<file path="src/design/rgp_pkg.sv">
// Shared constants, types and helpers for the radial gradient pixel core.
package rgp_pkg;

	localparam int MAX_DIM    = 1024;
	localparam int PIX_W      = 10;
	localparam int CFG_DIM_W  = 11;
	localparam int COLOR_W    = 24;
	localparam int OFFSET_W   = 8;
	localparam int CH_W       = 8;
	localparam int NCH        = 3;
	localparam int CFG_IDX_W  = 3;
	localparam int CFG_DATA_W = 24;

	localparam int DIM_W   = $clog2(MAX_DIM) + 1;
	localparam int DCLMP_W = (CFG_DIM_W > DIM_W) ? CFG_DIM_W : DIM_W;
	localparam int R_W     = $clog2(MAX_DIM);
	localparam int DX_W    = (PIX_W > R_W) ? PIX_W : R_W;
	localparam int SQ1_W   = 2 * DX_W;
	localparam int D2_W    = SQ1_W + 1;
	localparam int R2_W    = 2 * R_W;
	localparam int DCMP_W  = (D2_W > R2_W) ? D2_W : R2_W;
	localparam int FSQ_W   = 16;
	localparam int TGT_W   = R2_W + FSQ_W;
	localparam int WR_W    = R_W + CH_W;
	localparam int WSQ_W   = 2 * WR_W;
	localparam int CMP_W   = (TGT_W > WSQ_W) ? TGT_W : WSQ_W;
	localparam int SUM_W   = 2 * CH_W;
	localparam int QUO_W   = SUM_W + 1;

	localparam int QDEPTH  = 4;
	localparam int QPTR_W  = $clog2(QDEPTH);

	localparam logic [FSQ_W-1:0] FULL_SQ     = FSQ_W'(65025);
	localparam logic [CH_W-1:0]  CH_MAX      = '1;
	localparam logic [CH_W-1:0]  ALPHA_OPQ   = '1;

	typedef enum logic [CFG_IDX_W-1:0] {
		REG_IMAGE_WIDTH  = 3'd0,
		REG_IMAGE_HEIGHT = 3'd1,
		REG_START_COLOR  = 3'd2,
		REG_END_COLOR    = 3'd3,
		REG_ROUND_OFFSET = 3'd4
	} cfg_reg_t;

	typedef struct packed {
		logic [R2_W-1:0] d2;
		logic [R_W-1:0]  r;
		logic            sat;
	} dist_t;

	typedef struct packed {
		logic full;
		logic empty;
	} q_stat_t;

	// clamp a dimension to MAX_DIM and return its floor half
	function automatic logic [R_W-1:0] half_dim(input logic [CFG_DIM_W-1:0] v);
		logic [DCLMP_W-1:0] ext;
		logic [DCLMP_W-1:0] lim;
		ext = DCLMP_W'(v);
		lim = DCLMP_W'(MAX_DIM);
		if (ext > lim) begin
			ext = lim;
		end
		return R_W'(ext >> 1);
	endfunction

endpackage

</file>
<file path="src/design/rgp_queue.sv">
// Short queue between the front end and the weight pipeline.
module rgp_queue import rgp_pkg::*; (
	input  logic    clk,
	input  logic    arst_n,
	input  logic    push,
	input  dist_t   din,
	input  logic    pop,
	output dist_t   dout,
	output q_stat_t qs
);

	dist_t             mem_q [QDEPTH];
	logic [QPTR_W-1:0] wr_ptr_q, rd_ptr_q;
	logic [QPTR_W:0]   count_q;

	always_ff @(posedge clk or negedge arst_n) begin
		if (!arst_n) begin
			wr_ptr_q <= '0;
			rd_ptr_q <= '0;
			count_q  <= '0;
		end else begin
			if (push) begin
				wr_ptr_q <= wr_ptr_q + 1'b1;
			end
			if (pop) begin
				rd_ptr_q <= rd_ptr_q + 1'b1;
			end
			priority if (push && !pop) begin
				count_q <= count_q + 1'b1;
			end else if (pop && !push) begin
				count_q <= count_q - 1'b1;
			end
		end
	end

	always_ff @(posedge clk) begin
		if (push) begin
			mem_q[wr_ptr_q] <= din;
		end
	end

	assign dout     = mem_q[rd_ptr_q];
	assign qs.full  = (count_q == (QPTR_W+1)'(QDEPTH));
	assign qs.empty = (count_q == '0);

endmodule

</file>
<file path="config.mk">
export PLATFORM = sky130hd
export DESIGN_NAME = rgp_queue
export DESIGN_NICKNAME = d
export VERILOG_FILES = /design/src/design/rgp_pkg.sv /design/src/design/rgp_queue.sv
export SDC_FILE = /design/constraint.sdc
export NUM_CORES = 1
export LEC_CHECK = 0
export BUFFER_PORTS_ARGS = -buffer_cell sky130_fd_sc_hd__buf_4
export CAP_MARGIN = 15
export CORE_MARGIN = 4
export CORE_UTILIZATION = 51
export DETAILED_ROUTE_END_ITERATION = 16
export HOLD_SLACK_MARGIN = 0.12
export PLACE_DENSITY = 0.75
export SETUP_SLACK_MARGIN = 0.2
export SLEW_MARGIN = 25
export SYNTH_ARGS = -nofsm -noshare
export SYNTH_HDL_FRONTEND = slang
export SYNTH_SLANG_ARGS = --single-unit
</file>
<file path="constraint.sdc">
create_clock -name clk -period 1.8 [get_ports clk]
set_input_delay 0.09 -clock clk [delete_from_list [all_inputs] [get_ports clk]]
set_output_delay 0.09 -clock clk [all_outputs]
set_load 0.02 [all_outputs]
</file>
# --- Word level (Yosys, flattened, before mapping) ---
# Memories as Yosys holds them, arrays and structs flattened.
# Cells that the tools add are included.
totals:
  reg_bits: 7
  ramBits: 124
  input_bits: 35
  memories: 1
op_classes:
  addsub: 4
  eq_ne: 1
  mux: 4
  reduce_logical: 6
mem_list:
  columns: ["name", "depth", "word_bits", "read_ports", "rd_clocked_by_memory_dff", "write_ports", "line_no", "text"]
  rows:
  - ["mem_q", 4, 31, 1, 0, 1, "rgp_queue.sv:12", "dist_t mem_q [QDEPTH];"]
op_table:
  columns: ["cell", "n"]
  rows:
  - ["3-bit two-way mux", 2]
  - ["2-bit by 1-bit adder with 2-bit output (second input constant)", 2]
  - ["3-bit by 1-bit adder with 3-bit output (second input constant)", 1]
  - ["3-bit == test (second input constant)", 1]
  - ["3-bit zero test", 1]
  - ["3-bit by 1-bit subtractor with 3-bit output (second input constant)", 1]
  - ["1-bit logical AND", 2]
  - ["1-bit zero test", 2]
  - ["1-bit two-way mux", 2]
  - ["2-bit nonzero test", 1]

# --- Logic depth before layout (Yosys ltp) ---
depth:
  depth_word: 4
  mapped_depth: 7

# --- Least setup slack after synthesis ---
# OpenSTA, ideal clock, no wires.
synth_path:
  path_kind: "register to register"
  start: "reg wr_ptr_q[0]"
  end: "mem mem_q[2][0] in the netlist's numbering (enable)"
  setup_ns: 0.391
  arrival_time_ns: 1.388
  required_time_ns: 1.409
  slack_ns: 0.021
  stages_incl_launch_ff: 4
  period_less_slack_ns: 1.779
  cell_sequence: "dfrtp_1 inv_1 ha_1 and2_1"
synth_lines:
  columns: ["item", "line_no", "text"]
  rows:
  - ["from (decl)", "rgp_queue.sv:13", "logic [QPTR_W-1:0] wr_ptr_q, rd_ptr_q;"]
  - ["from (signal assigned)", "rgp_queue.sv:23", "wr_ptr_q <= wr_ptr_q + 1'b1;"]
  - ["to (decl)", "rgp_queue.sv:12", null]
# No word-level cell before the write port.

==> flow_summary.ini <==
[status]
outcome = finished with violations
violations = negative setup slack

[critical_path]
cp.required_ns = 1.71
cp_slowest_stage_delay_ns = 0.51
path_class = reg2out
startpoint_type = flop
critPathSlowestCell = mux4_2
cpLargestDelayFamily = multiplexers
cp_num_buf_inv = 3
worst_setup_path_end_kind = output pin
crit_path_max_fanout = 6
cp_cell_sequence = buf_12 > buf_4 > mux4_2 > buf_6
crit_arrival_ns = 1.88

[routing]
vias = 2453
routedWlPerCell_um = 18.7
vias_per_cell = 5.18
drc = 0
firstDrtPassIters = 4
drt-initial-drc-count = 100
wl_um = 8860
ant_nets = 0

[layout]
drive_gt1_share_pct = 45.9
seq_area_mm2 = 0.00390
fin_util_pct = 73.4
layout.nets = 372
final_cell_count_no_fill = 474
nFillCells = 532
multi_input_area_um2 = 903
synthToLayoutAreaGrowth_pct = 38.7
layout_common_cells = 124 x edfxtp_1, 52 x buf_4, 35 x dlygate4sd3_1
final_common_cell = edfxtp_1

[floorplan]
io_pins = 68
core_area_mm2 = 0.00928
rows = 35
die-area_mm2 = 0.0113
start_util_pct = 52.9
dieHeight_um = 106
die_w_um = 106

[synthesis]
syn-instance-count = 196
yosys_warnings = 0
syn-num-nets = 237
syn-cell-area_mm2 = 0.00491
avgSynthCellArea_um2 = 25.0
synth_top_area_share_pct = 75.8
yosys-top-cells-area = edfxtp_1 76%, mux4_2 13%, dfrtp_1 3.6%
synth.distinct_cells = 19
ys_seq_area_share_pct = 79.4
ys_ff_latch = 131
yosysTopAreaCell = edfxtp_1

[timing]
min_period_ns = 1.97
slew_viol_final = 0
tightest_slew_ns = 0.347
fin_skew_ns = 0.00921
max_freq_mhz = 509
fin_setup_tns_ns = -4.48
setup_viol = 31
rsz0062_at_grt = true
relSlewSlack_pct = 76.8
period_share_pct = 109
postLayoutSetupSlackWorst_ns = -0.166
holdWs_ns = 0.319
hold_violations = 0

[grt]
antenna_found_initial = 1
grt_first_pass_wirelength_um = 14700
grt_pass1_vias = 2756
overflow = 0
grt_max_degree = 32
grt.total_usage_pct = 17.7

[pwr]
sw_frac_of_total_pct = 30.5
seq_power_share_pct = 35.7
power.density_mw_per_mm2 = 1730
p_leak_nw = 2.47
combPwrFrac_pct = 35.9
ir_drop_mv = 1.06
p_switching_mw = 3.59
clockPowerShare_pct = 28.4
internal_power_mw = 8.18

[clocking]
cts.sink_count = 131
h-tree-depth = 4
numCtsBuffers = 17
clockBufferDepth = 2
path_clk_slew_ns = 0.07
clockRootBuffer = clkbuf_8
cts_tree = done
clk_latency_ns = 0.51

[placement]
pre_cts_slack_ns = 0.245
dpl.cell_count = 397
dp_hpwl_um = 5130
portBuffers = 67
gp_congestion = 0.675

[min_path]
hold_path.class = in2reg

[flow_run]
drv_cap = 0
synthesized netlist by cell type:
cell type / n
buf_12: 3
buf_6: 1
nor3b_1: 1
xnor2_1: 2
nor2_1: 1
buf_2: 3
mux4_1: 3
inv_1: 4
fa_1: 1
nand2_1: 2
o21ai_0: 1
edfxtp_1: 124
and2_1: 4
nor3_1: 1
mux4_2: 28
mux2_2: 1
ha_1: 5
xor2_1: 4
dfrtp_1: 7
cell type report:
class,count,area share [%]
well taps,129,2.37
clock buffers,17,6.08
diodes,1,0.0367
multi-input cells,54,13.3
flip-flops and latches,131,57.3
clock inverters,15,2.63
inverters,4,0.220
repair buffers,123,18.1
worst reg2reg max path, stage by stage (launching register included):
cell	delay, ns
dfrtp_1	0.42
inv_1	0.11
ha_1	0.14
and2_2	0.14
buf_4	0.31
power groups by stage:
stage               combinational [mW]  sequential [mW]  clock [mW]
floorplan                         2.30             4.19           0
global route                      4.52             4.25        3.58
global placement                  3.48             4.26           0
detailed placement                3.51             4.30           0
finish                            4.23             4.20        3.35
CTS                               4.29             4.20        3.41
per-stage QoR:
step	area, um2	power (mW)
floorplan	4910	6.49
global placement	5650	7.74
detailed placement	5650	7.81
CTS	6810	11.9
global route	6810	12.3
finish	6810	11.8
metal layers:
metal  part of all wire (%)  track usage, %
met1                     41            22.0
met2                     53            29.3
met3                    5.0            5.16
met4                    1.8            7.12
met5                      0               0
cells by family (layout without fill, tap and decap cells):
family | after synthesis | after routing | synth area share, %
compound gates | 1 | 1 | 0.102
xor+xnor | 6 | 6 | 1.07
fa+ha+maj | 6 | 6 | 1.68
buf+inv | 11 | 159 | 2.06
flops | 131 | 131 | 79.4
mux | 32 | 32 | 14.7
other cells | 0 | 1 | 0
simple gates | 9 | 9 | 0.994
state kept, by name (all words and copies together) (netlist names):
signal,flops
mem_q,124
count_q,3
rd_ptr_q,2
wr_ptr_q,2
what timing repair did:
item	CTS	global route
cloned	2	0
gates resized for setup	34	0
hold endpoints to repair	137	0
buffers inserted	7	0
setup endpoints to repair	31	31
hold buffers	35	0
worst paths after layout:
check                                   startpoint                 endpoint  slack [ns]  cells past startpoint
hold / removal                             din[16]   mem_q[0][16]$_DFFE_PP_        0.32                      2
hold reg to reg             count_q[2]$_DFFE_PN0P_   count_q[2]$_DFFE_PN0P_        0.50                      1
setup / recovery           rd_ptr_q[0]$_DFFE_PN0P_                 dout[28]       -0.17                      4
max in group asynchronous                   arst_n  rd_ptr_q[0]$_DFFE_PN0P_        0.99                      3
setup reg to reg           wr_ptr_q[0]$_DFFE_PN0P_    mem_q[2][9]$_DFFE_PP_        0.34                      4
min in group asynchronous                   arst_n   count_q[1]$_DFFE_PN0P_        0.54                      3
Power figures use the tool's default switching activity.
