### src/design/rgp_pkg.sv
// Shared constants, types and helpers for the radial gradient pixel core.
package rgp_pkg;

	localparam int MAX_DIM    = 1024;
	localparam int PIX_W      = 10;
	localparam int CFG_DIM_W  = 11;
	localparam int COLOR_W    = 24;
	localparam int OFFSET_W   = 8;
	localparam int CH_W       = 8;
	localparam int NCH        = 3;
	localparam int CFG_IDX_W  = 3;
	localparam int CFG_DATA_W = 24;

	localparam int DIM_W   = $clog2(MAX_DIM) + 1;
	localparam int DCLMP_W = (CFG_DIM_W > DIM_W) ? CFG_DIM_W : DIM_W;
	localparam int R_W     = $clog2(MAX_DIM);
	localparam int DX_W    = (PIX_W > R_W) ? PIX_W : R_W;
	localparam int SQ1_W   = 2 * DX_W;
	localparam int D2_W    = SQ1_W + 1;
	localparam int R2_W    = 2 * R_W;
	localparam int DCMP_W  = (D2_W > R2_W) ? D2_W : R2_W;
	localparam int FSQ_W   = 16;
	localparam int TGT_W   = R2_W + FSQ_W;
	localparam int WR_W    = R_W + CH_W;
	localparam int WSQ_W   = 2 * WR_W;
	localparam int CMP_W   = (TGT_W > WSQ_W) ? TGT_W : WSQ_W;
	localparam int SUM_W   = 2 * CH_W;
	localparam int QUO_W   = SUM_W + 1;

	localparam int QDEPTH  = 4;
	localparam int QPTR_W  = $clog2(QDEPTH);

	localparam logic [FSQ_W-1:0] FULL_SQ     = FSQ_W'(65025);
	localparam logic [CH_W-1:0]  CH_MAX      = '1;
	localparam logic [CH_W-1:0]  ALPHA_OPQ   = '1;

	typedef enum logic [CFG_IDX_W-1:0] {
		REG_IMAGE_WIDTH  = 3'd0,
		REG_IMAGE_HEIGHT = 3'd1,
		REG_START_COLOR  = 3'd2,
		REG_END_COLOR    = 3'd3,
		REG_ROUND_OFFSET = 3'd4
	} cfg_reg_t;

	typedef struct packed {
		logic [R2_W-1:0] d2;
		logic [R_W-1:0]  r;
		logic            sat;
	} dist_t;

	typedef struct packed {
		logic full;
		logic empty;
	} q_stat_t;

	// clamp a dimension to MAX_DIM and return its floor half
	function automatic logic [R_W-1:0] half_dim(input logic [CFG_DIM_W-1:0] v);
		logic [DCLMP_W-1:0] ext;
		logic [DCLMP_W-1:0] lim;
		ext = DCLMP_W'(v);
		lim = DCLMP_W'(MAX_DIM);
		if (ext > lim) begin
			ext = lim;
		end
		return R_W'(ext >> 1);
	endfunction

endpackage

### src/design/rgp_weight.sv
// Blend weight: exact floor(255*sqrt(d2)/r), one weight bit decided per pipeline stage.
module rgp_weight import rgp_pkg::*; (
	input  logic            clk,
	input  logic            arst_n,
	input  logic            en,
	input  logic            in_valid,
	input  dist_t           din,
	output logic            out_valid,
	output logic [CH_W-1:0] w
);

	logic            v_s   [0:CH_W];
	logic            sat_s [0:CH_W];
	logic [CH_W-1:0] wt_s  [0:CH_W];
	logic [WR_W-1:0] wr_s  [0:CH_W-1];
	logic [TGT_W-1:0] tgt_s [0:CH_W-1];
	logic [R_W-1:0]  r_s   [0:CH_W-1];

	// entry stage: target = 65025*d2
	always_ff @(posedge clk or negedge arst_n) begin
		if (!arst_n) begin
			v_s[0] <= 1'b0;
		end else if (en) begin
			v_s[0] <= in_valid;
		end
	end

	always_ff @(posedge clk) begin
		if (en) begin
			tgt_s[0] <= TGT_W'(FULL_SQ) * TGT_W'(din.d2);
			r_s[0]   <= din.r;
			sat_s[0] <= din.sat;
			wt_s[0]  <= '0;
			wr_s[0]  <= '0;
		end
	end

	for (genvar k = 0; k < CH_W; k++) begin : g_bit
		localparam int B = CH_W - 1 - k;
		logic [WR_W-1:0]  cand;
		logic [WSQ_W-1:0] sq;
		logic             ok;

		// wr tracks wt*r, so trying the next bit is an add, not a multiply
		assign cand = wr_s[k] + (WR_W'(r_s[k]) << B);
		assign sq   = WSQ_W'(cand) * WSQ_W'(cand);
		assign ok   = CMP_W'(sq) <= CMP_W'(tgt_s[k]);

		always_ff @(posedge clk or negedge arst_n) begin
			if (!arst_n) begin
				v_s[k+1] <= 1'b0;
			end else if (en) begin
				v_s[k+1] <= v_s[k];
			end
		end

		always_ff @(posedge clk) begin
			if (en) begin
				sat_s[k+1] <= sat_s[k];
				wt_s[k+1]  <= ok ? (wt_s[k] | (CH_W'(1) << B)) : wt_s[k];
			end
		end

		if (k < CH_W - 1) begin : g_fwd
			always_ff @(posedge clk) begin
				if (en) begin
					wr_s[k+1]  <= ok ? cand : wr_s[k];
					tgt_s[k+1] <= tgt_s[k];
					r_s[k+1]   <= r_s[k];
				end
			end
		end
	end

	assign out_valid = v_s[CH_W];
	assign w         = sat_s[CH_W] ? CH_MAX : wt_s[CH_W];

endmodule

### config.mk
export PLATFORM = sky130hd
export DESIGN_NAME = rgp_weight
export DESIGN_NICKNAME = d
export VERILOG_FILES = /design/src/design/rgp_pkg.sv /design/src/design/rgp_weight.sv
export SDC_FILE = /design/constraint.sdc
export NUM_CORES = 2
export LEC_CHECK = 0
export ABC_AREA = 1
export BUFFER_PORTS_ARGS = -buffer_cell sky130_fd_sc_hd__clkbuf_2
export CORE_UTILIZATION = 65
export DETAILED_ROUTE_END_ITERATION = 16
export PLACE_DENSITY = 0.83
export SLEW_MARGIN = 20
export SYNTH_ARGS = -nofsm -noshare
export SYNTH_HDL_FRONTEND = slang
export SYNTH_SLANG_ARGS = --single-unit
export TNS_END_PERCENT = 50
### constraint.sdc
create_clock -name clk -period 9.3 [get_ports clk]
set_input_delay 1.86 -clock clk [delete_from_list [all_inputs] [get_ports clk]]
set_output_delay 1.86 -clock clk [all_outputs]
set_load 0.01 [all_outputs]
Word level (Yosys, flattened, before mapping)
Memory sizes are Yosys's and may differ from the RTL's.
Index checks and enable logic that the tools add are counted.

word-level totals
  ROM bits = 0
  input bits = 35
  memories = 5
  bits in writable memories = 593
  register bits after elaboration = 9
  output and inout bits = 9
  latch bits = 0

memory list
  name   depth  bits a word  rd ports  clocked after Yosys merged registers in  wr ports  line              RTL
  tgt_s  8      36           8         0                                        8         rgp_weight.sv:16  logic [TGT_W-1:0] tgt_s [0:CH_W-1];
  wr_s   8      18           8         0                                        8         rgp_weight.sv:15  logic [WR_W-1:0] wr_s [0:CH_W-1];
  r_s    8      10           8         0                                        8         rgp_weight.sv:17  logic [R_W-1:0] r_s [0:CH_W-1];
  wt_s   9      8            9         0                                        9         rgp_weight.sv:14  logic [CH_W-1:0] wt_s [0:CH_W];
  sat_s  9      1            9         0                                        9         rgp_weight.sv:13  logic sat_s [0:CH_W];

cells by class
  shift-type cells = 0
  bitwise logic cells = 0
  reductions and logical operators = 0
  add/subtract/negate cells = 8
  multipliers = 9
  magnitude comparators = 8
  div/mod/pow operators = 0
  equal/unequal tests = 0
  multiplexer cells = 18

operators by type and width
  kind                    count
  $le 36x36->1            8
  $mul 18x18->36          8
  $mux 18                 7
  $mul 16x20->36 const A  1
  $add 18x10->18          1
  $add 18x11->18          1
  $add 18x12->18          1
  $add 18x13->18          1
  $add 18x14->18          1
  $add 18x15->18          1
  $add 18x16->18          1
  $add 18x17->18          1
  $mux 8                  2
  $mux 7                  1
  $mux 6                  1
  $mux 5                  1
  $mux 4                  1
  $mux 1                  3
  $mux 3                  1
  $mux 2                  1

Longest topological paths before layout
  word-level depth = 4
  mapped depth = 49

Least setup slack after synthesis
No wires, ideal clock.

  path type = register -> register
  from = memory wr_s[1][4] in the netlist's numbering
  to = memory wr_s[1][31] in the netlist's numbering, data pin
  path slack = 1260 ps
  data arrival time = 7787 ps
  buffers on the path = 2
  required time = 9047 ps
  cell stages (with the launch flop) = 48
  cell sequence = edfxtp_1 -> ha_1 -> inv_1 -> fa_1 -> nand3b_1 -> nand2_1 -> nand2_1 -> nand3_1 -> nand3_1 -> nand2_1 -> xor2_2 -> inv_1 -> buf_4 -> nor2_1 -> fa_1 -> fa_1 -> fa_1 -> fa_1 -> [12 not listed] -> or2_2 -> nand3_1 -> inv_1 -> nand3_1 -> nand2_1 -> ha_1 -> nand2_1 -> inv_1 -> nand3_1 -> nor2_1 -> nand2_1 -> nor2_1 -> nand2_1 -> nand4_1 -> nand2_1 -> buf_4 -> nand2_1 -> nand2_1

RTL lines
  item             line
  start, declared  rgp_weight.sv:15

==> metrics.yaml <==
status: "completed"
grt_overflow: 0
crit_path_start_kind: "register"
insertion_delay_ps: 640
fp.coreArea_sq_mm: 0.122
dp_hpwl_microns: 180000
dieArea_sq_mm: 0.126
drtIter0Drc: 5099
routedWlPerCell_microns: 19.8
synth_cell_type_count: 65
final_nets: 11500
initial_core_util: 0.659
clock.fmax_mhz: 111
ant_nets: 0
tightest_slew_ps: 1080
drive_above_1_share: 0.0434
placed_area_sq_mm: 0.0833
rows: 128
fill_cells: 9314
fin_crit_sh: 0.966
h-tree-depth: 2
hold_viol_final: 0
slowest_stage: "fa_1"
ys.flop_type: "edfxtp_1"
gr-usage-met3: 0.0467
required_ps: 9640
tritoncts: "done"
vias_per_cell: 5.73
yosysTopAreaCell: "fa_1"
path_common_cell: "nand2_1"
most-common-layout-cells: "inv_1, nand2_1, ha_1"
clockBufferDepth: 3
grt_first_pass_wirelength_microns: 342000
fin_skew_ps: 27.6
design_area_sq_mm: 0.0851
synth_top_area_frac: 0.285
ios: 44
async_flop_share: 0.0173
first_pass_iters: 9
vias: 62100
crit_arrival_ps: 9330
synth-seq-cells: 519
netlist_area_sq_mm: 0.0807
synth_edf_count: 510
critical_path.top_delay_family: "adder cells"
gp_congestion: 1.03
yosysWarnings: 0
clkSlewWorstSetupHoldPaths_ps: 70
antenna_found_initial: 4
crit_fanout: 13
drt_wl_total_microns: 214000
drc: 0
cts_made_buffers: 54
track_usage: 0.348
syn_nets: 11400
busiest_layer: "met2"
setup_slack_ps: 312
min_path_type: "register to register"
crit_type: "register to register"
rsz0062_at_grt: "yes"
syn2layout_area_growth_pct: 5.54
relSlewSlack: 0.281
setup_viol: 0
cap_viol_max_count: 0
crit_path_max_incr_delay_ps: 570
port_buffers: 43
cp-end-kind: "register"
die_x_microns: 354
synth.avg_cell_area_sq_um: 8.89
die_height_microns: 354
worst-path-buf-inv: 6
dp_slack_ps: 19.0
cts_root_buf: "clkbuf_16"
cts_num_sinks: 519
grtUsageMet1: 0.438
yosysSeqAreaShare: 0.193
grt_max_degree: 107
synthCells: 9072
netlist_top_cells_area: "fa_1, edfxtp_1, ha_1"
grt_pass1_vias: 65400
min_period_ps: 8990
cts_hold_buf: 0
grtUsageMet2: 0.591
final_common_cell: "inv_1"
finalMaxSlewViolations: 0
final timing paths:
check,start,to,slack [ps],cells after the start
hold reg to reg,wt_s[0][44],wt_s[0][52],420,0
hold / removal,wt_s[0][44],wt_s[0][52],420,0
min in group asynchronous,arst_n,v_s[7],1090,1
setup / recovery,r_s[1][13],wr_s[1][9],310,34
setup reg to reg,r_s[1][13],wr_s[1][9],310,34
max in group asynchronous,arst_n,v_s[6],8020,1
cells in the mapped netlist, drive strengths merged, types with 2 or more instances:
master	n
nor4	16
dfrtp	9
o21ai	186
o2111ai	2
nand4	80
fa	1148
xor2	189
buf	61
or2	28
a21boi	17
nand2b	3
o31ai	3
a21oi	407
nor2	915
nand3	318
o211ai	9
a31oi	22
edfxtp	510
xnor2	87
and2	4
a21o	28
o21bai	39
nor3	67
ha	1166
a31o	4
clkinv	8
inv	2240
a211oi	9
nor3b	3
clkbuf	63
nand2	1395
nand3b	16
o21a	14
layer usage:
metal  wire length [microns]  vias up
li1                        -    28400
met1                   82100    30300
met2                  104000     2798
met3                   16300      699
met4                   12300        0
met5                       0        -
what timing repair did:
item	CTS	global route
resized for setup	1	22
endpoints found under the setup margin	5	81
endpoints found under the hold margin	0	0
pin swaps	0	1
setup buffers	0	6
cell families (layout without fill, tap and decap cells):
| logic type | count (synthesis) | after routing | share of synthesized area |
|---|---|---|---|
| AND/OR/NAND/NOR | 2848 | 2848 | 0.146 |
| buffers and inverters | 2372 | 2515 | 0.112 |
| adder cells (fa/ha/maj) | 2314 | 2314 | 0.466 |
| AO/OA/AOI/OAI | 742 | 742 | 0.0510 |
| flip-flops | 519 | 519 | 0.193 |
| XOR/XNOR | 276 | 276 | 0.0323 |
| multiplexers | 1 | 1 | 0.000140 |
| other | 0 | 3 | 0 |
per-stage QoR:
stage,util,hold WS (ps),std cells,setup TNS [ps]
after floorplan,-,400,9072,0
after global placement,0.680,401,10700,0
after detailed placement,0.680,405,10700,0
after CTS,0.695,412,10800,0
after global routing,0.696,421,10800,-587
final,0.696,421,10800,0
flip-flops by register name, summed over array words and instances, names as in the netlist:
signal     count
wr_s          97
out_valid      1
sat_s          9
v_s            8
wt_s          36
r_s           80
tgt_s        288
cell type report:
cell class / count / area [sq um] / area share
diodes: 3 / 7.51 / 0.0000882
clock buffers: 59 / 1390 / 0.0163
well taps: 1625 / 2030 / 0.0239
clock inverters: 33 / 334 / 0.00392
inverters: 2248 / 8450 / 0.0993
flip-flops and latches: 519 / 15500 / 0.183
multi-input cells: 6181 / 56100 / 0.659
repair buffers: 175 / 1230 / 0.0144
Power is not shown: default switching activity piles up to over one toggle a cycle in this logic, so the estimate is an artifact.
