File: config.mk
export PLATFORM = sky130hd
export DESIGN_NAME = rgp_front
export DESIGN_NICKNAME = d
export VERILOG_FILES = /design/src/design/rgp_pkg.sv /design/src/design/rgp_front.sv
export SDC_FILE = /design/constraint.sdc
export NUM_CORES = 1
export LEC_CHECK = 0
export ABC_CLOCK_PERIOD_IN_PS = 10000
export BUFFER_PORTS_ARGS = -buffer_cell sky130_fd_sc_hd__buf_2
export CORE_MARGIN = 2
export CORE_UTILIZATION = 69
export CTS_CLUSTER_SIZE = 12
export DETAILED_ROUTE_END_ITERATION = 8
export PLACE_DENSITY = 0.95
export SLEW_MARGIN = 20
export SYNTH_ARGS = -nofsm -noshare
export SYNTH_HDL_FRONTEND = slang
export SYNTH_SLANG_ARGS = --single-unit
File: constraint.sdc
create_clock -name clk -period 10 [get_ports clk]
set_input_delay 0 -clock clk [delete_from_list [all_inputs] [get_ports clk]]
set_output_delay 0 -clock clk [all_outputs]
set_load 0.01 [all_outputs]
File: src/design/rgp_pkg.sv
// Shared constants, types and helpers for the radial gradient pixel core.
package rgp_pkg;

	localparam int MAX_DIM    = 1024;
	localparam int PIX_W      = 10;
	localparam int CFG_DIM_W  = 11;
	localparam int COLOR_W    = 24;
	localparam int OFFSET_W   = 8;
	localparam int CH_W       = 8;
	localparam int NCH        = 3;
	localparam int CFG_IDX_W  = 3;
	localparam int CFG_DATA_W = 24;

	localparam int DIM_W   = $clog2(MAX_DIM) + 1;
	localparam int DCLMP_W = (CFG_DIM_W > DIM_W) ? CFG_DIM_W : DIM_W;
	localparam int R_W     = $clog2(MAX_DIM);
	localparam int DX_W    = (PIX_W > R_W) ? PIX_W : R_W;
	localparam int SQ1_W   = 2 * DX_W;
	localparam int D2_W    = SQ1_W + 1;
	localparam int R2_W    = 2 * R_W;
	localparam int DCMP_W  = (D2_W > R2_W) ? D2_W : R2_W;
	localparam int FSQ_W   = 16;
	localparam int TGT_W   = R2_W + FSQ_W;
	localparam int WR_W    = R_W + CH_W;
	localparam int WSQ_W   = 2 * WR_W;
	localparam int CMP_W   = (TGT_W > WSQ_W) ? TGT_W : WSQ_W;
	localparam int SUM_W   = 2 * CH_W;
	localparam int QUO_W   = SUM_W + 1;

	localparam int QDEPTH  = 4;
	localparam int QPTR_W  = $clog2(QDEPTH);

	localparam logic [FSQ_W-1:0] FULL_SQ     = FSQ_W'(65025);
	localparam logic [CH_W-1:0]  CH_MAX      = '1;
	localparam logic [CH_W-1:0]  ALPHA_OPQ   = '1;

	typedef enum logic [CFG_IDX_W-1:0] {
		REG_IMAGE_WIDTH  = 3'd0,
		REG_IMAGE_HEIGHT = 3'd1,
		REG_START_COLOR  = 3'd2,
		REG_END_COLOR    = 3'd3,
		REG_ROUND_OFFSET = 3'd4
	} cfg_reg_t;

	typedef struct packed {
		logic [R2_W-1:0] d2;
		logic [R_W-1:0]  r;
		logic            sat;
	} dist_t;

	typedef struct packed {
		logic full;
		logic empty;
	} q_stat_t;

	// clamp a dimension to MAX_DIM and return its floor half
	function automatic logic [R_W-1:0] half_dim(input logic [CFG_DIM_W-1:0] v);
		logic [DCLMP_W-1:0] ext;
		logic [DCLMP_W-1:0] lim;
		ext = DCLMP_W'(v);
		lim = DCLMP_W'(MAX_DIM);
		if (ext > lim) begin
			ext = lim;
		end
		return R_W'(ext >> 1);
	endfunction

endpackage

File: src/design/rgp_front.sv
// Front end: takes pixel transactions, forms squared distance and radius, flags saturation.
module rgp_front import rgp_pkg::*; (
	input  logic                 clk,
	input  logic                 arst_n,
	input  logic [CFG_DIM_W-1:0] image_width,
	input  logic [CFG_DIM_W-1:0] image_height,
	input  logic                 in_valid,
	output logic                 in_ready,
	input  logic [PIX_W-1:0]     pixel_x,
	input  logic [PIX_W-1:0]     pixel_y,
	input  q_stat_t              qs,
	output logic                 push,
	output dist_t                push_data
);

	logic [R_W-1:0]    cx, cy, r;
	logic [DX_W-1:0]   cx_e, cy_e, px_e, py_e, dx, dy;
	logic              en;
	logic              v_s1, v_s2;
	logic [DX_W-1:0]   dx_s1, dy_s1;
	logic [R_W-1:0]    r_s1, r_s2;
	logic [SQ1_W-1:0]  dxsq_s2, dysq_s2;
	logic [R2_W-1:0]   rsq_s2;
	logic [D2_W-1:0]   d2;

	assign cx   = half_dim(image_width);
	assign cy   = half_dim(image_height);
	assign r    = (cx < cy) ? cx : cy;
	assign cx_e = DX_W'(cx);
	assign cy_e = DX_W'(cy);
	assign px_e = DX_W'(pixel_x);
	assign py_e = DX_W'(pixel_y);
	assign dx   = (cx_e > px_e) ? (cx_e - px_e) : (px_e - cx_e);
	assign dy   = (cy_e > py_e) ? (cy_e - py_e) : (py_e - cy_e);

	assign en       = !(v_s2 && qs.full);
	assign in_ready = en;
	assign push     = v_s2 && !qs.full;

	always_ff @(posedge clk or negedge arst_n) begin
		if (!arst_n) begin
			v_s1 <= 1'b0;
			v_s2 <= 1'b0;
		end else if (en) begin
			v_s1 <= in_valid;
			v_s2 <= v_s1;
		end
	end

	always_ff @(posedge clk) begin
		if (en) begin
			dx_s1   <= dx;
			dy_s1   <= dy;
			r_s1    <= r;
			dxsq_s2 <= SQ1_W'(dx_s1) * SQ1_W'(dx_s1);
			dysq_s2 <= SQ1_W'(dy_s1) * SQ1_W'(dy_s1);
			rsq_s2  <= R2_W'(r_s1) * R2_W'(r_s1);
			r_s2    <= r_s1;
		end
	end

	assign d2 = D2_W'(dxsq_s2) + D2_W'(dysq_s2);

	// d2 only matters when it does not exceed r*r, so the narrower copy is exact
	assign push_data.d2  = R2_W'(d2);
	assign push_data.r   = r_s2;
	assign push_data.sat = (r_s2 == '0) || (DCMP_W'(d2) > DCMP_W'(rsq_s2));

endmodule

**Yosys cells after proc, flatten, opt, wreduce, memory -nomap -nowiden**

Index checks and enable logic that the tools add are counted.

- Bits in registers: 102
- Input bits: 47
- Output and inout bits: 33
- Word-level logic and storage cells: 34

- Add/subtract/negate cells: 5
- Multipliers: 3
- $lt $le $gt $ge: 6
- Mux-type cells: 5
- Reduce and logical (&&, ||, !) cells: 6

Operators with widths:

| kind | number |
|---|---|
| multiplier 10 x 10 -> 20 bit | 3 |
| subtractor 10 bit | 4 |
| 2-to-1 mux 10 bit | 3 |
| greater-than comparator 11 bit (second input constant) | 2 |
| 2-to-1 mux 11 bit | 2 |
| adder 20 x 20 -> 21 bit | 1 |
| greater-than comparator 21 x 20 -> 1 bit | 1 |
| greater-than comparator 10 bit | 2 |
| logical NOT 10 bit | 1 |
| less-than comparator 10 bit | 1 |
| logical AND 1 bit | 2 |
| logical NOT 1 bit | 2 |
| logical OR 1 bit | 1 |

**Depth between registers and ports, before layout**

- Depth after elaboration: 4
- Mapped depth: 22
- Mapped depth without buffers: 20

**Least setup slack after synthesis**

No wires, ideal clock.

- Kind: register to register
- From: reg r_s1[3]
- To: reg rsq_s2[19] (data pin)
- Data arrival time: 4,936 ps
- Data required time: 9,740 ps
- Slack: 4,804 ps
- Cell stages (with the launch flop): 18
- Buffers on the path: 0
- Clock period less this slack: 5,196 ps
- Cells stage by stage: edfxtp_1 and2_1 fa_1 fa_1 inv_1 fa_1 inv_1 fa_1 fa_1 ha_1 and4_1 o21ai_0 a211oi_1 nor2_1 o21ai_0 a221o_1 a21oi_1 xnor2_1

- Cells in the longest elaborated chain, start to end: 1

RTL lines:

| element | RTL line | RTL |
|---|---|---|
| from (decl) | rgp_front.sv:21 | `logic [R_W-1:0] r_s1, r_s2;` |
| from (signal assigned) | rgp_front.sv:54 | `r_s1 <= r;` |
| multiplier 10 x 10 -> 20 bit | rgp_front.sv:57 | `rsq_s2 <= R2_W'(r_s1) * R2_W'(r_s1);` |
| to (signal assigned) | rgp_front.sv:57 |  |
| to (decl) | rgp_front.sv:23 | `logic [R2_W-1:0] rsq_s2;` |

Every way passes these cells.
A chain may end at the register's enable or synchronous reset.

**Worst setup path in the final report**

- From: reg dx_s1[1]
- To: reg dxsq_s2[16] (data pin)

- Cells in the longest elaborated chain, start to end: 1

RTL lines:

| element | RTL line | RTL |
|---|---|---|
| from (decl) | rgp_front.sv:20 | `logic [DX_W-1:0] dx_s1, dy_s1;` |
| from (signal assigned) | rgp_front.sv:52 | `dx_s1 <= dx;` |
| multiplier 10 x 10 -> 20 bit | rgp_front.sv:55 | `dxsq_s2 <= SQ1_W'(dx_s1) * SQ1_W'(dx_s1);` |
| to (signal assigned) | rgp_front.sv:55 |  |
| to (decl) | rgp_front.sv:22 | `logic [SQ1_W-1:0] dxsq_s2, dysq_s2;` |

Every way passes these cells.

==> flow_metrics.env <==
export IMPL_status="finished clean"
export IMPL_mostFrequentLayoutCell="inv_1"
export IMPL_grt_use_total=0.305
export IMPL_required_ps=10110
export IMPL_cts_resized_gates=0
export IMPL_fin_area_sq_mm=0.0151
export IMPL_syn2layout_area_growth_pct=6.92
export IMPL_drv_slew=0
export IMPL_min_period_ps=6100
export IMPL_synth_fa_ha_area_frac=0.411
export IMPL_clock_latency_ps=360
export IMPL_antenna_found_initial=0
export IMPL_finalCritPeriodShare=0.610
export IMPL_clock_skew_ps=8.69
export IMPL_muxShareOfSynthArea=0.0197
export IMPL_synthArstFlopShare=0.0204
export IMPL_maxCapViolCount=0
export IMPL_end_kind="flop"
export IMPL_dp_hpwl_mm=24.8
export IMPL_finalHoldViolCount=0
export IMPL_synth_compound_area_frac=0.110
export IMPL_synth_edff_count=96
export IMPL_rows=52
export IMPL_die_w_um=147
export IMPL_drtAntennaViolNets=0
export IMPL_drive_above_1_share=0.0764
export IMPL_drtPass1Iterations=8
export IMPL_hold_path_class="in -> reg"
export IMPL_io_pins=80
export IMPL_dr_total_vias=10608
export IMPL_ys_types=59
export IMPL_path_cells="nand2_1 > inv_1 > fa_1 > inv_1 > fa_1 > inv_1 > ha_1 > fa_1 > inv_1 > fa_1 > inv_1 > ha_1 > a21oi_1 > o21ai_0 > a21oi_1 > o31ai_1 > a221oi_1 > o21bai_1 > a21oi_1 > xnor2_1"
export IMPL_path_class="reg -> reg"
export IMPL_worst_pin_slew_ps=1140
export IMPL_cts_tree="built"
export IMPL_initial_core_util=0.700
export IMPL_ys_flop_type="edfxtp_1"
export IMPL_clk_root_buffer_cell="clkbuf_16"
export IMPL_grt_busiest_layer="met2"
export IMPL_syn_area_sq_mm=0.0141
export IMPL_crit_top_cell="inv_1"
export IMPL_overflow=0
export IMPL_nets=1910
export IMPL_crit_arrival_ps=6210
export IMPL_tns_ps=0
export IMPL_cts_made_buffers=9
export IMPL_syn_inst=1430
export IMPL_synth_avg_cell_area_sq_um=9.84
export IMPL_finalSetupViolCount=0
export IMPL_coreArea_sq_mm=0.0201
export IMPL_drt_iter0_markers=745
export IMPL_synth_fp_nets=1852
export IMPL_clk_pin_slew_ps=80
export IMPL_ys_seq_area_frac=0.208
export IMPL_synth_seq_cells=98
export IMPL_cts_max_level=3
export IMPL_critPathMaxFanout=13
export IMPL_synth_top_family_by_area="adder cells"
export IMPL_die_area_sq_mm=0.0216
export IMPL_avgViaCountPerCell=6.02
export IMPL_max_stage_delay_ps=630
export IMPL_final_cell_mix="inv_1 (255), ha_1 (230), fa_1 (145), edfxtp_1 (96), and2_1 (86)"
export IMPL_synth_simple_area_share=0.113
export IMPL_grt_pass1_wl_mm=53.0
export IMPL_cts_setup_buffers=0
export IMPL_max_freq_ghz=0.164
export IMPL_grt_pass1_vias=11255
export IMPL_cts_sinks=98
export IMPL_use_met3=0.0478
export IMPL_cp_slowest_cell="edfxtp_1"
export IMPL_clk_path_buf_depth=2
export IMPL_place_area_sq_mm=0.0147
export IMPL_worst_hold_slack_ps=32.1
export IMPL_die_h_um=147
export IMPL_drcViolationCount=0
export IMPL_port_buffers=76
export IMPL_place_ws_ps=4200
export IMPL_relSlewSlack=0.241
export IMPL_use_met2=0.545
export IMPL_grt_max_degree=87
export IMPL_fin_ws_ps=3900
export IMPL_worst_setup_path_start_kind="flop"
export IMPL_n_antenna_cell=0
export IMPL_fillers=1223
export IMPL_rsz0062_at_grt="false"
export IMPL_ys_warn_count=0
export IMPL_synthXorXnorAreaFrac=0.0604
export IMPL_grt_use_met1=0.369
export IMPL_gp_congestion=0.901
export IMPL_wl_per_cell_um=17.9
export IMPL_wl_mm=31.6
[cell type report]
class / instances / area (sq um) / area share
timing repair buffer: 81 / 425 / 0.0283
clock buffer: 10 / 239 / 0.0159
inverter: 256 / 961 / 0.0638
sequential: 98 / 2930 / 0.195
tap: 270 / 338 / 0.0224
clock inverter: 6 / 93.8 / 0.00623
multi-input combinational: 1042 / 10100 / 0.668
[final timing paths]
check	startpoint	end	slack [ps]	cells past startpoint
max	dx_s1[1]	dxsq_s2[16]	3900	20
min	qs[1]	v_s2	30	3
max reg2reg	dx_s1[1]	dxsq_s2[16]	3900	20
min reg2reg	v_s1	v_s2	460	1
max in group asynchronous	arst_n	v_s2	9370	3
min in group asynchronous	arst_n	v_s1	500	3
[registers in the layout (all words and copies together), names as in the netlist]
| register | cells |
|---|---|
| dysq_s2 | 19 |
| rsq_s2 | 18 |
| dxsq_s2 | 19 |
| v_s1 | 1 |
| r_s2 | 10 |
| dy_s1 | 10 |
| v_s2 | 1 |
| r_s1 | 10 |
| dx_s1 | 10 |
[what timing repair did]
action / CTS / global route
hold endpoints to repair: 3 / 0
hold buffers: 3 / 0
endpoints found under the setup margin: 0 / 0
[cell families (layout without fill, tap and decap cells)]
group | Yosys count | after routing
adders and majority gates | 375 | 375
and+or+nand+nor | 305 | 305
buffers and inverters | 290 | 353
AOI/OAI and AO/OA | 238 | 238
DFF | 98 | 98
xor gates and xnor gates | 97 | 97
muxes | 27 | 27
[cells in the mapped netlist (2+ instances only)]
cell      number  area [sq um]
nand2_1       83           312
a211o_1        2          17.5
mux2_2         6          67.6
nor3_1         7          35.0
mux2i_1       21           210
xor2_1        31           272
a221o_1        5          50.1
nor2b_1       25           156
o211ai_1       4          30.0
or2_2          2          12.5
edfxtp_1      96          2880
and4_1         4          35.0
or3_1          4          25.0
o22ai_1        2          12.5
a311oi_1       3          26.3
a41o_1         2          20.0
o21ai_0       42           210
nor2_1        41           154
o21a_1        10          75.1
nand2b_1      24           150
o21bai_1       7          52.6
a41oi_1        2          17.5
xnor2_1       66           578
a31oi_1        2          12.5
a21oi_1       85           425
and3_1         7          43.8
a211oi_1       6          45.0
nand4_1        8          50.1
fa_1         145          2900
a311o_1        2          20.0
a31o_2         4          35.0
and2_1        86           538
ha_1         230          2880
clkbuf_1      31           116
a21o_1        43           323
nand3_1        9          45.0
dfrtp_1        2          50.1
a21boi_0       3          22.5
a221oi_1       4          35.0
inv_1        255           957
[metrics by stage]
| stage | cells | util |
|---|---|---|
| after detailed placement | 1744 | 0.730 |
| after CTS | 1763 | 0.748 |
| after global routing | 1763 | 0.749 |
| final | 1763 | 0.749 |
| after global placement | 1744 | 0.730 |
| after floorplan | 1430 | - |
[critical path, delay by kind of cell, from the launching register on]
kind,cells,cell delay [ps]
AOI/OAI and AO/OA,7,1750
xor gates and xnor gates,1,80
adders and majority gates,6,2810
buffers and inverters,5,330
DFF,1,630
and+or+nand+nor,1,220
[layer usage]
metal / share of wire / vias up / wire length (um)
met5: 0 / - / 0
met4: 0.042 / 0 / 1310
met3: 0.059 / 123 / 1870
met2: 0.51 / 452 / 16200
met1: 0.39 / 5160 / 12200
li1: - / 4873 / -
Power is not shown: default switching activity piles up to over one toggle a cycle in this logic, so the estimate is an artifact.
