==> src/design/rgp_pkg.sv <==
// Shared constants, types and helpers for the radial gradient pixel core.
package rgp_pkg;

	localparam int MAX_DIM    = 1024;
	localparam int PIX_W      = 10;
	localparam int CFG_DIM_W  = 11;
	localparam int COLOR_W    = 24;
	localparam int OFFSET_W   = 8;
	localparam int CH_W       = 8;
	localparam int NCH        = 3;
	localparam int CFG_IDX_W  = 3;
	localparam int CFG_DATA_W = 24;

	localparam int DIM_W   = $clog2(MAX_DIM) + 1;
	localparam int DCLMP_W = (CFG_DIM_W > DIM_W) ? CFG_DIM_W : DIM_W;
	localparam int R_W     = $clog2(MAX_DIM);
	localparam int DX_W    = (PIX_W > R_W) ? PIX_W : R_W;
	localparam int SQ1_W   = 2 * DX_W;
	localparam int D2_W    = SQ1_W + 1;
	localparam int R2_W    = 2 * R_W;
	localparam int DCMP_W  = (D2_W > R2_W) ? D2_W : R2_W;
	localparam int FSQ_W   = 16;
	localparam int TGT_W   = R2_W + FSQ_W;
	localparam int WR_W    = R_W + CH_W;
	localparam int WSQ_W   = 2 * WR_W;
	localparam int CMP_W   = (TGT_W > WSQ_W) ? TGT_W : WSQ_W;
	localparam int SUM_W   = 2 * CH_W;
	localparam int QUO_W   = SUM_W + 1;

	localparam int QDEPTH  = 4;
	localparam int QPTR_W  = $clog2(QDEPTH);

	localparam logic [FSQ_W-1:0] FULL_SQ     = FSQ_W'(65025);
	localparam logic [CH_W-1:0]  CH_MAX      = '1;
	localparam logic [CH_W-1:0]  ALPHA_OPQ   = '1;

	typedef enum logic [CFG_IDX_W-1:0] {
		REG_IMAGE_WIDTH  = 3'd0,
		REG_IMAGE_HEIGHT = 3'd1,
		REG_START_COLOR  = 3'd2,
		REG_END_COLOR    = 3'd3,
		REG_ROUND_OFFSET = 3'd4
	} cfg_reg_t;

	typedef struct packed {
		logic [R2_W-1:0] d2;
		logic [R_W-1:0]  r;
		logic            sat;
	} dist_t;

	typedef struct packed {
		logic full;
		logic empty;
	} q_stat_t;

	// clamp a dimension to MAX_DIM and return its floor half
	function automatic logic [R_W-1:0] half_dim(input logic [CFG_DIM_W-1:0] v);
		logic [DCLMP_W-1:0] ext;
		logic [DCLMP_W-1:0] lim;
		ext = DCLMP_W'(v);
		lim = DCLMP_W'(MAX_DIM);
		if (ext > lim) begin
			ext = lim;
		end
		return R_W'(ext >> 1);
	endfunction

endpackage

==> src/design/rgp_mix.sv <==
// Colour blend per channel, division by 255 and the output register.
module rgp_mix import rgp_pkg::*; (
	input  logic                clk,
	input  logic                arst_n,
	input  logic                en,
	input  logic                in_valid,
	input  logic [CH_W-1:0]     w,
	input  logic [COLOR_W-1:0]  outer_rgb,
	input  logic [COLOR_W-1:0]  inner_rgb,
	input  logic [OFFSET_W-1:0] rounding_offset,
	output logic                out_valid,
	output logic [CH_W-1:0]     red,
	output logic [CH_W-1:0]     green,
	output logic [CH_W-1:0]     blue
);

	logic             v_s1;
	logic [SUM_W-1:0] sum_s1 [0:NCH-1];
	logic             out_valid_q;
	logic [CH_W-1:0]  ch_q   [0:NCH-1];
	logic [CH_W-1:0]  w_inv;

	assign w_inv = CH_MAX - w;

	always_ff @(posedge clk or negedge arst_n) begin
		if (!arst_n) begin
			v_s1        <= 1'b0;
			out_valid_q <= 1'b0;
		end else if (en) begin
			v_s1        <= in_valid;
			out_valid_q <= v_s1;
		end
	end

	for (genvar i = 0; i < NCH; i++) begin : g_ch
		localparam int LSB = CH_W * (NCH - 1 - i);
		logic [CH_W-1:0]  s, e;
		logic [SUM_W-1:0] sum;
		logic [QUO_W-1:0] q;

		assign s   = outer_rgb[LSB +: CH_W];
		assign e   = inner_rgb[LSB +: CH_W];
		assign sum = SUM_W'(s) * SUM_W'(w) + SUM_W'(e) * SUM_W'(w_inv)
			+ SUM_W'(rounding_offset);
		// floor(x/255) = (x + 1 + x/256) / 256, exact over the whole sum range
		assign q = (QUO_W'(sum_s1[i]) + QUO_W'(1) + QUO_W'(sum_s1[i] >> CH_W)) >> CH_W;

		always_ff @(posedge clk) begin
			if (en) begin
				sum_s1[i] <= sum;
				ch_q[i]   <= (q > QUO_W'(CH_MAX)) ? CH_MAX : CH_W'(q);
			end
		end
	end

	assign out_valid = out_valid_q;
	assign red       = ch_q[0];
	assign green     = ch_q[1];
	assign blue      = ch_q[2];

endmodule
==> config.mk <==
export PLATFORM = sky130hd
export DESIGN_NAME = rgp_mix
export DESIGN_NICKNAME = d
export VERILOG_FILES = /design/src/design/rgp_pkg.sv /design/src/design/rgp_mix.sv
export SDC_FILE = /design/constraint.sdc
export NUM_CORES = 1
export LEC_CHECK = 0
export CAP_MARGIN = 15
export CORE_MARGIN = 1
export CORE_UTILIZATION = 25
export CTS_CLUSTER_SIZE = 40
export DETAILED_ROUTE_END_ITERATION = 16
export DONT_BUFFER_PORTS = 1
export PLACE_DENSITY_LB_ADDON = 0.08
export SLEW_MARGIN = 20
export SYNTH_ARGS = -nofsm -noshare
export SYNTH_HDL_FRONTEND = slang
export SYNTH_SLANG_ARGS = --single-unit
==> constraint.sdc <==
create_clock -name clk -period 3.53 [get_ports clk]
set_clock_uncertainty 0.2 [all_clocks]
set_input_delay 0.5295 -clock clk [delete_from_list [all_inputs] [get_ports clk]]
set_output_delay 0.5295 -clock clk [all_outputs]
set_load 0.005 [all_outputs]
### Word-level counts from Yosys, hierarchy flattened

Memory sizes are Yosys's and may differ from the RTL's.
Index checks and enable logic that the tools add are counted.

| word-level totals | value |
|---|---|
| RAM bits | 72 |
| output and inout port bits | 25 |
| memories kept | 2 |
| flip-flop bits (word level) | 2 |

Memory list:

| memory | words | bits a word | rd ports | clocked after Yosys merged registers in | wr ports | RTL line | source |
|---|---|---|---|---|---|---|---|
| sum_s1 | 3 | 16 | 3 | 0 | 3 | rgp_mix.sv:18 | `logic [SUM_W-1:0] sum_s1 [0:NCH-1];` |
| ch_q | 3 | 8 | 3 | 0 | 3 | rgp_mix.sv:20 | `logic [CH_W-1:0] ch_q [0:NCH-1];` |

| cells by class | value |
|---|---|
| order comparisons | 3 |
| $mul | 6 |
| multiplexer cells | 5 |
| $add $sub $neg | 13 |

Operator list:

| cell | number |
|---|---|
| $mul 8x8->16 | 6 |
| $add 16x1->17 const B | 3 |
| $add 17x8->17 | 3 |
| $add 16x16->16 | 3 |
| $add 16x8->16 | 3 |
| $gt 9x8->1 const B | 3 |
| $mux 8 | 3 |
| $sub 8x8->8 const A | 1 |
| $mux 1 | 2 |

### Longest topological paths before layout

Gate-level depths: netlist of the first run.
An unclocked memory read counts as a cell.

| depth | value |
|---|---|
| depth after elaboration | 5 |
| mapped depth | 21 |
| depth with buffers taken out | 19 |

### Least setup slack after synthesis of the first run

No wires, ideal clock.

| path | value |
|---|---|
| kind | input-to-reg |
| start | input w[1] |
| end | memory sum_s1[0][15] (netlist bit) (data pin) |
| setup time | 137 ps |
| cell stages on the path | 19 |
| arrival | 5680 ps |
| path slack | -2488 ps |
| cell sequence | clkbuf_1 -> clkbuf_1 -> nand2_1 -> fa_1 -> fa_1 -> inv_1 -> fa_1 -> fa_1 -> fa_1 -> inv_1 -> fa_1 -> inv_1 -> ha_1 -> o21ai_0 -> a21oi_1 -> o21ai_1 -> o21ai_1 -> or4_1 -> nand4_1 |

RTL lines:

| item | RTL line | source |
|---|---|---|
| start, declared | rgp_mix.sv:7 | `input logic [CH_W-1:0] w,` |
| end, declared | rgp_mix.sv:18 |  |

==> flow_metrics.py, run 1 <==
metrics = {
    "sta": {
        "timing.final.crit_share_pct": 147,
        "holdWs_ns": 0.0861,
        "final_max_slew_viol_count": 0,
        "worst_pin_slew_ns": 0.575,
        "min_period_ns": 5.18,
        "finalSetupViolCount": 39,
        "rsz0062_at_grt": "true",
        "finalHoldViolations": 0,
        "worst_slack_ns": -1.65,
        "fmax_mhz": 193,
        "final.setup.tns_ns": -42.38,
        "timing.slew.headroom_pct": 61.1,
    },
    "final_layout": {
        "register_area_sq_um": 2210,
        "multi_input_area_sq_um": 14300,
        "syn_to_final_growth_pct": 19.6,
        "fillers": 7133,
        "nets": 2455,
        "drive_gt1_share_pct": 19.4,
        "n_antenna_cell": 0,
    },
    "drt": {
        "drtPass1Iterations": 4,
        "first_iter_violations": 329,
        "route.detailed.drc": 0,
        "vias": 11700,
        "drt_wl_total_mm": 45.4,
        "drt-wirelength-per-cell_um": 16.6,
        "vias_per_cell": 4.27,
        "ant_nets": 0,
    },
    "setup_path": {
        "r2r_end": "ch_q[0][10]",
        "worstPathRequired_ns": 3.57,
        "r2r_start": "sum_s1[0][26]",
        "worst-path-max-fanout": 8,
        "crit_path_start_kind": "input port",
        "reg2reg_slack_ns": 0.88,
        "crit_type": "input port to register",
        "worstPathArrival_ns": 5.23,
        "r2r.worst_path.cells": 7,
        "critPathCaptureType": "register",
    },
    "cts": {
        "clk_pin_slew_ns": 0.07,
        "clockRootBuffer": "clkbuf_16",
        "cts_tree": "yes",
        "cts_num_sinks": 74,
        "cts_buffer_depth": 2,
        "cts.htree.levels": 3,
        "insertion_delay_ns": 0.38,
        "cts_made_buffers": 9,
    },
    "grt": {
        "grt.total_usage_pct": 14.0,
        "grt_antenna_before_repair": 1,
        "grt_pass1_wl_mm": 75.2,
        "grt_max_degree": 75,
        "first_global_vias": 13300,
        "overflow": 0,
    },
    "worst_hold_path": {
        "hold_class": "input port to register",
        "whs_endpoint": "sum_s1[0][29]",
        "hold_depth": 0,
        "worstHoldStart": "en",
    },
    "logic_synthesis": {
        "synthesis.nets": 2389,
        "yosys_warnings": 0,
        "synth_edf_count": 72,
        "ys_types": 47,
        "ys_ff_latch": 74,
        "avgSynthCellArea_sq_um": 9.56,
        "synth_area_sq_um": 17100,
        "synth_top_area_share_pct": 36.4,
        "synthArstFlopShare_pct": 2.70,
        "ys_seq_area_share_pct": 12.9,
        "synth_area_leaders": "fa_1 36%, ha_1 16%, edfxtp_1 13%",
        "synthCells": 1793,
        "yosys.area.top_type": "fa_1",
        "synth_flop_cell": "edfxtp_1",
    },
    "outcome": {
        "status": "complete, but fails checks",
        "violations": "setup timing",
    },
    "floorplan": {
        "initial_core_util_pct": 25.4,
        "coreArea_sq_um": 67500,
        "ioPinCount": 93,
        "fp-row-count": 95,
        "die-area_sq_um": 69600,
        "die_w_um": 264,
        "fp.dieH_um": 264,
    },
    "placed_design": {
        "dp.final_hpwl_mm": 36.5,
        "gp_congestion": 0.748,
        "portBuffers": 0,
    },
    "run": {
        "drv_cap": 0,
    },
}
-- flip-flops by register name, summed over array words and instances (netlist names) --
| register | count |
|---|---|
| sum_s1 | 48 |
| v_s1 | 1 |
| ch_q | 24 |
| out_valid | 1 |
-- per-layer routing --
layer | wire length, um | global-route usage (%) | share of wire (%) | up-vias
met5 | 0 | 0 | 0 | -
met4 | 316 | 2.26 | 0.70 | 0
met3 | 1500 | 2.52 | 3.3 | 11
met2 | 22600 | 24.1 | 50 | 101
met1 | 21100 | 18.5 | 46 | 6009
li1 | - | - | - | 5563
-- cell usage after synthesis (2+ instances only) --
library cell / n
a211oi_1: 6
a211oi_2: 2
a21boi_0: 2
a21o_1: 9
a21oi_1: 26
a31o_2: 2
a31oi_1: 8
a41o_1: 2
a41oi_1: 2
and2_1: 101
and3_1: 5
clkbuf_1: 40
dfrtp_1: 2
edfxtp_1: 72
fa_1: 312
ha_1: 216
inv_1: 468
mux2_2: 12
nand2_1: 122
nand2b_1: 60
nand3_1: 6
nand4_1: 12
nor2_1: 34
nor2b_1: 145
nor3_1: 8
nor4_1: 2
o211ai_1: 5
o21a_1: 13
o21ai_0: 31
o21ai_1: 5
o21ai_2: 2
o21bai_1: 2
o31ai_1: 2
or3_1: 2
or4_1: 3
xnor2_1: 32
xor2_1: 10
-- worst max-delay path, cell delays in order --
cell and delay (ns):
and2_4 0.14, fa_1 0.53, inv_1 0.05, fa_1 0.49
inv_2 0.05, fa_1 0.47, fa_1 0.51, fa_1 0.53
inv_2 0.04, fa_1 0.49, inv_2 0.04, ha_4 0.20
a21o_1 0.19, a21o_1 0.19, a21oi_2 0.13, o21ai_2 0.08
or4_1 0.47, nand4_1 0.09
-- worst max path at each step --
stage               cells past startpoint  slack (ns)       endpoint           from
floorplan                              20       -2.10  sum_s1[0][15]           w[4]
global placement                       18       -2.11  sum_s1[0][31]  inner_rgb[13]
detailed placement                     18       -2.09  sum_s1[0][31]  inner_rgb[13]
CTS                                    18       -1.59  sum_s1[0][15]  inner_rgb[21]
global route                           18       -1.82  sum_s1[0][15]  outer_rgb[22]
finish                                 18       -1.65  sum_s1[0][15]  outer_rgb[22]
-- kinds of logic after synthesis --
group	synth area share [%]
xor gates and xnor gates	2.15
buffers and inverters	11.1
adders and majority gates	52.2
and+or+nand+nor	15.9
AOI/OAI and AO/OA	4.91
DFF	12.9
muxes	0.788
-- per-stage QoR --
| stage | setup WS, ns | instances | utilization (%) | area, sq um |
|---|---|---|---|---|
| 3_5_place_dp | -2.09 | 2715 | 28.7 | 19400 |
| 5_1_grt | -1.82 | 2737 | 30.4 | 20500 |
| 3_3_place_gp | -2.11 | 2715 | 28.7 | 19400 |
| 2_1_floorplan | -2.10 | 1793 | - | 18100 |
| 6_report | -1.65 | 2737 | 30.4 | 20500 |
| 4_1_cts | -1.59 | 2735 | 29.9 | 20200 |
-- layout make-up --
cell class	instances	share of cell area (%)
Clock buffer	9	1.10
Inverter	468	8.58
Clock inverter	7	0.494
Tap cell	873	5.33
Sequential cell	74	10.8
Timing Repair Buffer	95	4.01
Multi-Input combinational cell	1211	69.7
-- placed cells by master, fill, tap and decap left out, types with 13 or more instances in the layout --
master / instances
inv_1: 415
fa_1: 293
ha_1: 167
nor2b_1: 133
nand2_1: 103
and2_1: 88
buf_4: 75
edfxtp_1: 72
inv_2: 52
nand2b_1: 49
ha_4: 44
xnor2_1: 28
nor2_1: 26
o21ai_0: 20
fa_2: 19
a21oi_1: 16
buf_6: 15
o21a_1: 13
and2_4: 13
-- what timing repair did --
| action | 4_1_cts | 5_1_grt |
|---|---|---|
| hold buffers | 1 | 0 |
| endpoints found under the setup margin | 39 | 39 |
| buffers inserted | 3 | 4 |
| resized for setup | 99 | 87 |
| pin swaps | 63 | 63 |
| hold endpoints to repair | 2 | 0 |
Power of run 1 is left out: the tool's default activity adds up to more than one toggle a clock period on the data nets, which glitch-free logic cannot reach.
==> run 2, diff against run 1 <==
CORE_UTILIZATION = 33   (was 25)
==> flow_metrics.py, run 2 (synthesis results as in run 1) <==
metrics = {
    "sta": {
        "timing.final.crit_share_pct": 145,
        "finalHoldViolations": 0,
        "final.setup.tns_ns": -42.11,
        "timing.slew.headroom_pct": 61.6,
        "rsz0062_at_grt": "true",
        "finalSetupViolCount": 39,
        "worst_pin_slew_ns": 0.567,
        "worst_slack_ns": -1.59,
        "fmax_mhz": 195,
        "holdWs_ns": 0.0929,
        "min_period_ns": 5.12,
        "final_max_slew_viol_count": 0,
    },
    "final_layout": {
        "regMostFlops": "sum_s1",
        "register_area_sq_um": 2210,
        "layout_common_cells": "415 x inv_1, 294 x fa_1, 165 x ha_1",
        "top_regs": "sum_s1 (48), ch_q (24)",
        "n_antenna_cell": 0,
        "nets": 2459,
        "multi_input_area_sq_um": 14400,
        "fillers": 5116,
        "largest_register_ffs": 48,
        "syn_to_final_growth_pct": 19.1,
        "final_common_cell": "inv_1",
        "drive_gt1_share_pct": 19.8,
        "final_area_sq_um": 20400,
    },
    "drt": {
        "first_iter_violations": 447,
        "drt_wl_total_mm": 42.3,
        "vias_per_cell": 4.55,
        "vias": 11600,
        "routed.top_layer": "met4",
        "wl_met2_mm": 21.2,
        "drt-wirelength-per-cell_um": 16.6,
        "route.detailed.drc": 0,
        "wl_met1_mm": 19.2,
        "ant_nets": 0,
        "drtPass1Iterations": 6,
        "wl_met3_mm": 1.35,
    },
    "run": {
        "drv_cap": 0,
    },
    "grt": {
        "grt.total_usage_pct": 16.9,
        "first_global_vias": 13100,
        "grt_pass1_wl_mm": 69.5,
        "overflow": 0,
        "grt_max_degree": 75,
        "grt_antenna_before_repair": 0,
    },
    "placed_design": {
        "gp_congestion": 0.790,
        "dp.final_hpwl_mm": 34.0,
        "preCtsSetupSlack_ns": -2.10,
        "place_area_sq_um": 19200,
        "portBuffers": 0,
    },
    "floorplan": {
        "fp.dieH_um": 230,
        "die-area_sq_um": 52900,
        "fp-row-count": 83,
        "initial_core_util_pct": 33.4,
        "coreArea_sq_um": 51300,
        "die_w_um": 230,
        "ioPinCount": 93,
    },
    "cts": {
        "insertion_delay_ns": 0.37,
        "cts_made_buffers": 9,
        "cts_tree": "yes",
        "clockRootBuffer": "clkbuf_16",
        "cts.htree.levels": 3,
        "cts_buffer_depth": 2,
        "cts_num_sinks": 74,
        "clk_pin_slew_ns": 0.06,
    },
    "setup_path": {
        "worstPathRequired_ns": 3.56,
        "crit_type": "input port to register",
        "crit_path_start_kind": "input port",
        "worstPathArrival_ns": 5.15,
        "worst-path-max-fanout": 8,
        "critPathCaptureType": "register",
    },
    "outcome": {
        "status": "complete, but fails checks",
        "violations": "setup timing",
    },
    "worst_hold_path": {
        "hold_class": "input port to register",
    },
}
run 2: cell types whose count changed in the layout (fill, tap and decap cells not counted), moves of 2 or more:
cell     before  now
nor2_2        2    6
buf_12        4    6
ha_1        167  165
ha_2          5    1
nor3_2        1    3
nor2b_4       8   10
ha_4         44   50
nor2_1       26   23
nor2b_1     133  131
run 2: final cells by class:
class,count,share of cell area (%)
Inverter,468,8.62
Timing Repair Buffer,99,4.32
Sequential cell,74,10.8
Clock inverter,7,0.497
Multi-Input combinational cell,1211,70.5
Clock buffer,9,1.10
Tap cell,680,4.17
run 2: critical path, stage by stage:
cell	delay [ns]
nor2b_1	0.13
fa_1	0.53
inv_1	0.05
fa_1	0.48
inv_1	0.05
fa_1	0.46
fa_1	0.50
fa_1	0.49
inv_1	0.05
fa_1	0.48
inv_2	0.05
ha_4	0.23
a21o_1	0.17
a21o_1	0.19
a21oi_2	0.14
o21ai_2	0.08
or4_1	0.46
nand4_1	0.08
run 2: path summary, 6_finish.rpt:
kind | from | to | slack [ns] | cells after the start
min | en | ch_q[0][2] | 0.09 | 0
max in group asynchronous | arst_n | v_s1 | 2.81 | 1
max | inner_rgb[5] | sum_s1[0][47] | -1.59 | 18
max reg2reg | sum_s1[0][30] | ch_q[0][15] | 0.89 | 6
min in group asynchronous | arst_n | out_valid | 0.20 | 1
min reg2reg | v_s1 | v_s1 | 0.31 | 1
run 2: metrics by stage:
| stage | utilization [%] | std cells |
|---|---|---|
| 2_1_floorplan | - | 1793 |
| 4_1_cts | 39.0 | 2545 |
| 3_5_place_dp | 37.4 | 2523 |
| 6_report | 39.8 | 2548 |
| 3_3_place_gp | 37.4 | 2523 |
| 5_1_grt | 39.8 | 2548 |
run 2: repair_timing:
action | CTS | global route
setup buffers | 5 | 6
hold endpoints to repair | 2 | 0
hold buffers | 1 | 0
setup endpoints to repair | 39 | 39
pin swaps | 79 | 69
resized for setup | 107 | 90
run 2: layer usage:
metal / global-route usage (%) / up-vias
li1: - / 5561
met1: 21.5 / 5846
met2: 30.1 / 145
met3: 2.59 / 32
met4: 3.79 / 0
met5: 0 / -
Power of run 2 is left out for the same reason.
